## config.mk

```make
export PLATFORM = sky130hd
export DESIGN_NAME = pps_front
export DESIGN_NICKNAME = d
export VERILOG_FILES = /design/src/rtl/pps_pkg.sv /design/src/rtl/pps_front.sv
export SDC_FILE = /design/constraint.sdc
export NUM_CORES = 1
export LEC_CHECK = 0
export ABC_AREA = 0
export BUFFER_PORTS_ARGS = -buffer_cell sky130_fd_sc_hd__buf_2
export CORE_MARGIN = 2
export CORE_UTILIZATION = 56
export DETAILED_ROUTE_END_ITERATION = 8
export PLACE_DENSITY = 0.8
export SETUP_SLACK_MARGIN = 0.4
export SYNTH_ARGS = -nofsm -noshare
export SYNTH_HDL_FRONTEND = slang
export SYNTH_SLANG_ARGS = --single-unit
```

## constraint.sdc

```tcl
create_clock -name aclk -period 5.8 [get_ports aclk]
set_input_delay 0.58 -clock aclk [delete_from_list [all_inputs] [get_ports aclk]]
set_output_delay 0.58 -clock aclk [all_outputs]
set_load 0.01 [all_outputs]
```

## src/rtl/pps_pkg.sv

```systemverilog
// Types, constants and the size classifier of the packet statistics block.
// Used by every RTL file of the block but pps_ram and the macros header; depends on nothing.
package pps_pkg;

    localparam int NUM_CLASSES = 8;
    localparam int CLASS_W     = $clog2(NUM_CLASSES);
    localparam int PORT_FIELD_W = 32;
    localparam int LEN_W       = 20;
    localparam int COUNT_W     = 64;

    localparam logic [LEN_W-1:0] CLASS_BOUND_0 = LEN_W'(64);
    localparam logic [LEN_W-1:0] CLASS_BOUND_1 = LEN_W'(128);
    localparam logic [LEN_W-1:0] CLASS_BOUND_2 = LEN_W'(256);
    localparam logic [LEN_W-1:0] CLASS_BOUND_3 = LEN_W'(512);
    localparam logic [LEN_W-1:0] CLASS_BOUND_4 = LEN_W'(1024);
    localparam logic [LEN_W-1:0] CLASS_BOUND_5 = LEN_W'(1500);
    localparam logic [LEN_W-1:0] CLASS_BOUND_6 = LEN_W'(9000);

    typedef struct packed {
        logic                    kind;
        logic [PORT_FIELD_W-1:0] port;
        logic [LEN_W-1:0]        packet_length;
    } in_word_t;

    typedef struct packed {
        logic               counted;
        logic [CLASS_W-1:0] size_class;
        logic [COUNT_W-1:0] packet_total;
        logic [COUNT_W-1:0] byte_total;
        logic [COUNT_W-1:0] class_total;
    } out_word_t;

    typedef struct packed {
        logic                    counted;
        logic [CLASS_W-1:0]      size_class;
        logic                    kind;
        logic [PORT_FIELD_W-1:0] port;
        logic [LEN_W-1:0]        packet_length;
    } job_t;

    typedef struct packed {
        logic clear_done;
        logic pop;
    } back_status_t;

    typedef enum logic [1:0] {
        ST_CLEAR,
        ST_FETCH,
        ST_WAIT
    } back_state_t;

    function automatic logic [CLASS_W-1:0] size_class_of(input logic [LEN_W-1:0] len);
        logic [CLASS_W-1:0] cls;
        if (len <= CLASS_BOUND_0) begin
            cls = CLASS_W'(0);
        end else if (len <= CLASS_BOUND_1) begin
            cls = CLASS_W'(1);
        end else if (len <= CLASS_BOUND_2) begin
            cls = CLASS_W'(2);
        end else if (len <= CLASS_BOUND_3) begin
            cls = CLASS_W'(3);
        end else if (len <= CLASS_BOUND_4) begin
            cls = CLASS_W'(4);
        end else if (len <= CLASS_BOUND_5) begin
            cls = CLASS_W'(5);
        end else if (len <= CLASS_BOUND_6) begin
            cls = CLASS_W'(6);
        end else begin
            cls = CLASS_W'(7);
        end
        return cls;
    endfunction

endpackage

```

## src/rtl/pps_front.sv

```systemverilog
// Input side: classifies each packet word and holds it in a short queue.
// Depends on pps_pkg for the word types and the size classifier.
module pps_front #(
    parameter int NUM_PORTS = 1024
) (
    input  logic                 aclk,
    input  logic                 aresetn,
    input  logic                 s_valid,
    output logic                 s_ready,
    input  pps_pkg::in_word_t    s_word,
    input  pps_pkg::back_status_t back_status,
    output logic                 job_valid,
    output pps_pkg::job_t        job
);

    localparam int Q_DEPTH = 4;
    localparam int Q_PTR_W = $clog2(Q_DEPTH);

    pps_pkg::job_t     queue_reg [Q_DEPTH];
    logic [Q_PTR_W-1:0] wr_ptr_reg, wr_ptr_next;
    logic [Q_PTR_W-1:0] rd_ptr_reg, rd_ptr_next;
    logic [Q_PTR_W:0]   count_reg, count_next;
    pps_pkg::job_t     new_job;
    logic              push;
    logic              pop;

    always_comb begin
        new_job.counted       = (s_word.port < pps_pkg::PORT_FIELD_W'(NUM_PORTS));
        new_job.size_class    = pps_pkg::size_class_of(s_word.packet_length);
        new_job.kind          = s_word.kind;
        new_job.port          = s_word.port;
        new_job.packet_length = s_word.packet_length;
    end

    assign s_ready   = (count_reg != (Q_PTR_W+1)'(Q_DEPTH)) && back_status.clear_done;
    assign push      = s_valid && s_ready;
    assign pop       = back_status.pop;
    assign job_valid = (count_reg != '0);
    assign job       = queue_reg[rd_ptr_reg];

    always_comb begin
        wr_ptr_next = push ? wr_ptr_reg + Q_PTR_W'(1) : wr_ptr_reg;
        rd_ptr_next = pop ? rd_ptr_reg + Q_PTR_W'(1) : rd_ptr_reg;
        count_next  = count_reg;
        if (push && !pop) begin
            count_next = count_reg + (Q_PTR_W+1)'(1);
        end else if (pop && !push) begin
            count_next = count_reg - (Q_PTR_W+1)'(1);
        end
    end

    always_ff @(posedge aclk) begin
        if (!aresetn) begin
            wr_ptr_reg <= '0;
            rd_ptr_reg <= '0;
            count_reg  <= '0;
        end else begin
            wr_ptr_reg <= wr_ptr_next;
            rd_ptr_reg <= rd_ptr_next;
            count_reg  <= count_next;
        end
    end

    always_ff @(posedge aclk) begin
        if (push) begin
            queue_reg[wr_ptr_reg] <= new_job;
        end
    end

endmodule

```

==> results.cfg <==
[outcome]
status = completed

[timing]
setup_violations = 0
clock.fmax_mhz = 310
worst_pin_slew_ps = 880
hold_viol = 0
fin_crit_ps = 3230
skew_ps = 5.06
maxSlewHeadroom_pct = 41.3
setup-tns-final_ps = 0
finalCritPeriodShare_pct = 55.7
rsz0062_at_grt = no
slew_violations = 0

[logic_synthesis]
async_flop_share_pct = 0
avgSynthCellArea_um2 = 23.1
yosys-top-cells-count = edfxtp_1, mux4_2, dfxtp_1
syn_inst = 386
synth_flop_cell = edfxtp_1
synth_top_area_cell = edfxtp_1
synth.top_cell.area_share_pct = 76.7
synth.distinct_cells = 45
synth_edf_count = 228
synth_area_leaders = edfxtp_1, mux4_2, dfxtp_1
synthesis.area_um2 = 8920
synth_nets = 450
synth_warnings = 0
synth-seq-cells = 237
synth.most_common_cell = edfxtp_1
synth-seq-area-share_pct = 78.7

[place]
gp_congestion = 0.712
dpl.hpwl_um = 9610
portBuffers = 116
dpl_cell_area_um2 = 9770

[worst_setup_path]
arrival_ps = 2650
worstPathRequired_ps = 5220
startpoint_type = flip-flop
reg2reg_slack_ps = 3360
r2r_cells = 9
worstReg2RegEnd = count_reg[2]$_SDFFE_PN0P_
cp-end-kind = output port
rr_startpoint = count_reg[0]$_SDFFE_PN0P_
cp_max_fo = 35
crit_type = flip-flop to output port

[clock_network]
cts-root-buf = clkbuf_16
htree_levels = 1
cts_setup_buffers = 0
insertion_delay_ps = 490
numCtsBuffers = 23
cts.hold.buffers_added = 0
cts.sink_count = 237
cts-resized-gates = 0
cts.path.max_buffers = 3
clk_pin_slew_worst_paths_ps = 60
cts_tree = built

[floorplanning]
start_util_pct = 56.8
die_area_um2 = 17000
die_w_um = 130
coreArea_um2 = 15700
num_io_pins = 117
row_count = 46
die_h_um = 130

[drt]
drc_errors = 0
wl_per_cell_um = 21.3
first_pass_iters = 4
viasPerCell = 5.76
routed_wl_um = 16000
vias = 4335
drt_iter0_markers = 309
detail-route-antenna-nets = 0

[power_and_ir_drop]
power_density_nw_per_um2 = 364
peakVddDrop_mv = 0.239
total_power_mw = 3.85
p_leak_nw = 3.55

[global_route]
grt_pass1_wl_um = 24800
gr-usage-all-layers_pct = 19.4
grt_max_degree = 58
grt-ovfl-total = 0
first_global_vias = 4432
antenna_found_initial = 0

[finish]
fin_util_pct = 67.3
synthToLayoutAreaGrowth_pct = 18.4
largest_register_ffs = 228
fillers = 1032
final_layout_size_suffix_gt1_share_pct = 41.8
insertedDiodeCount = 0
multiInputGateArea_um2 = 1820
fin_nets = 584
regArea_um2 = 7030
final_cell_area_um2 = 10600

[flow_run]
drv_cap = 0

[worst_hold_path]
holdCritPathClass = input pin to flip-flop
hp-start = s_word[21]
hold_path_depth = 1
worstHoldEndpoint = queue_reg[0][21]$_DFFE_PP_
==> worst max-delay path by stage <==
stage / slack, ps / start / end
global placement: 3020 / flip-flop / job[55]
detailed placement: 3000 / flip-flop / job[55]
global route: 2340 / flip-flop / job[46]
finish: 2570 / flip-flop / job[46]
CTS: 2460 / flip-flop / job[46]
floorplan: 3100 / back_status[1] / queue_reg[1][0]$_DFFE_PP_
==> metal layers <==
layer	share of wire [%]	wire length, um	vias up	GRT usage, %
met5	0	0	-	0
met4	1.7	277	0	5.06
met3	7.9	1270	25	3.49
met2	51	8100	170	32.6
met1	40	6380	2231	27.0
li1	-	-	1909	-
==> logic make-up (layout without fill, tap and decap cells) <==
kind of cell,count (synthesis),count (layout),share of synthesized area (%)
DFF,237,237,78.7
xor gates and xnor gates,5,5,0.491
muxes,60,60,14.7
and+or+nand+nor,42,42,2.73
AOI/OAI and AO/OA,17,17,1.47
buffers and inverters,19,169,0.925
adders and majority gates,6,6,0.925
==> final cells by class <==
| type | count | area share [%] |
|---|---|---|
| Clock buffer | 25 | 5.52 |
| Inverter | 6 | 0.213 |
| Sequential cell | 237 | 66.5 |
| Clock inverter | 16 | 2.04 |
| Multi-Input combinational cell | 130 | 17.2 |
| Timing Repair Buffer | 122 | 5.92 |
| Tap cell | 216 | 2.56 |
==> report_power, final <==
part	leakage, nW	internal, mW	switching (mW)
Sequential	2.16	1.94	0.0300
Clock	0.388	0.951	0.592
Combinational	1.00	0.161	0.180
==> cell usage in the layout, fill, tap and decap left out, drive strengths merged, types with 2 or more instances in the layout <==
cell	instances
or3	3
clkinv	9
nor2	4
edfxtp	228
buf	122
clkinvlp	2
a21boi	2
bufinv	5
xor2	2
xnor2	3
and2	6
clkbuf	25
nor2b	2
o21ai	3
and3	4
nor4	8
ha	5
mux2i	3
nand2	7
nor3	2
inv	6
mux4	57
dfxtp	9
==> critical path, cell delays in order, from the launching register on <==
cell and delay, ps:
dfxtp_4 650, buf_4 650, mux4_2 640, buf_2 170
==> stage by stage <==
stage | hold slack (ps) | setup slack, ps | cells
after detailed placement | 539 | 3000 | 711
after floorplan | 484 | 3100 | 386
final | 300 | 2570 | 752
after global placement | 500 | 3020 | 711
after global routing | 282 | 2340 | 752
after CTS | 282 | 2460 | 752
Power figures use the tool's default switching activity.
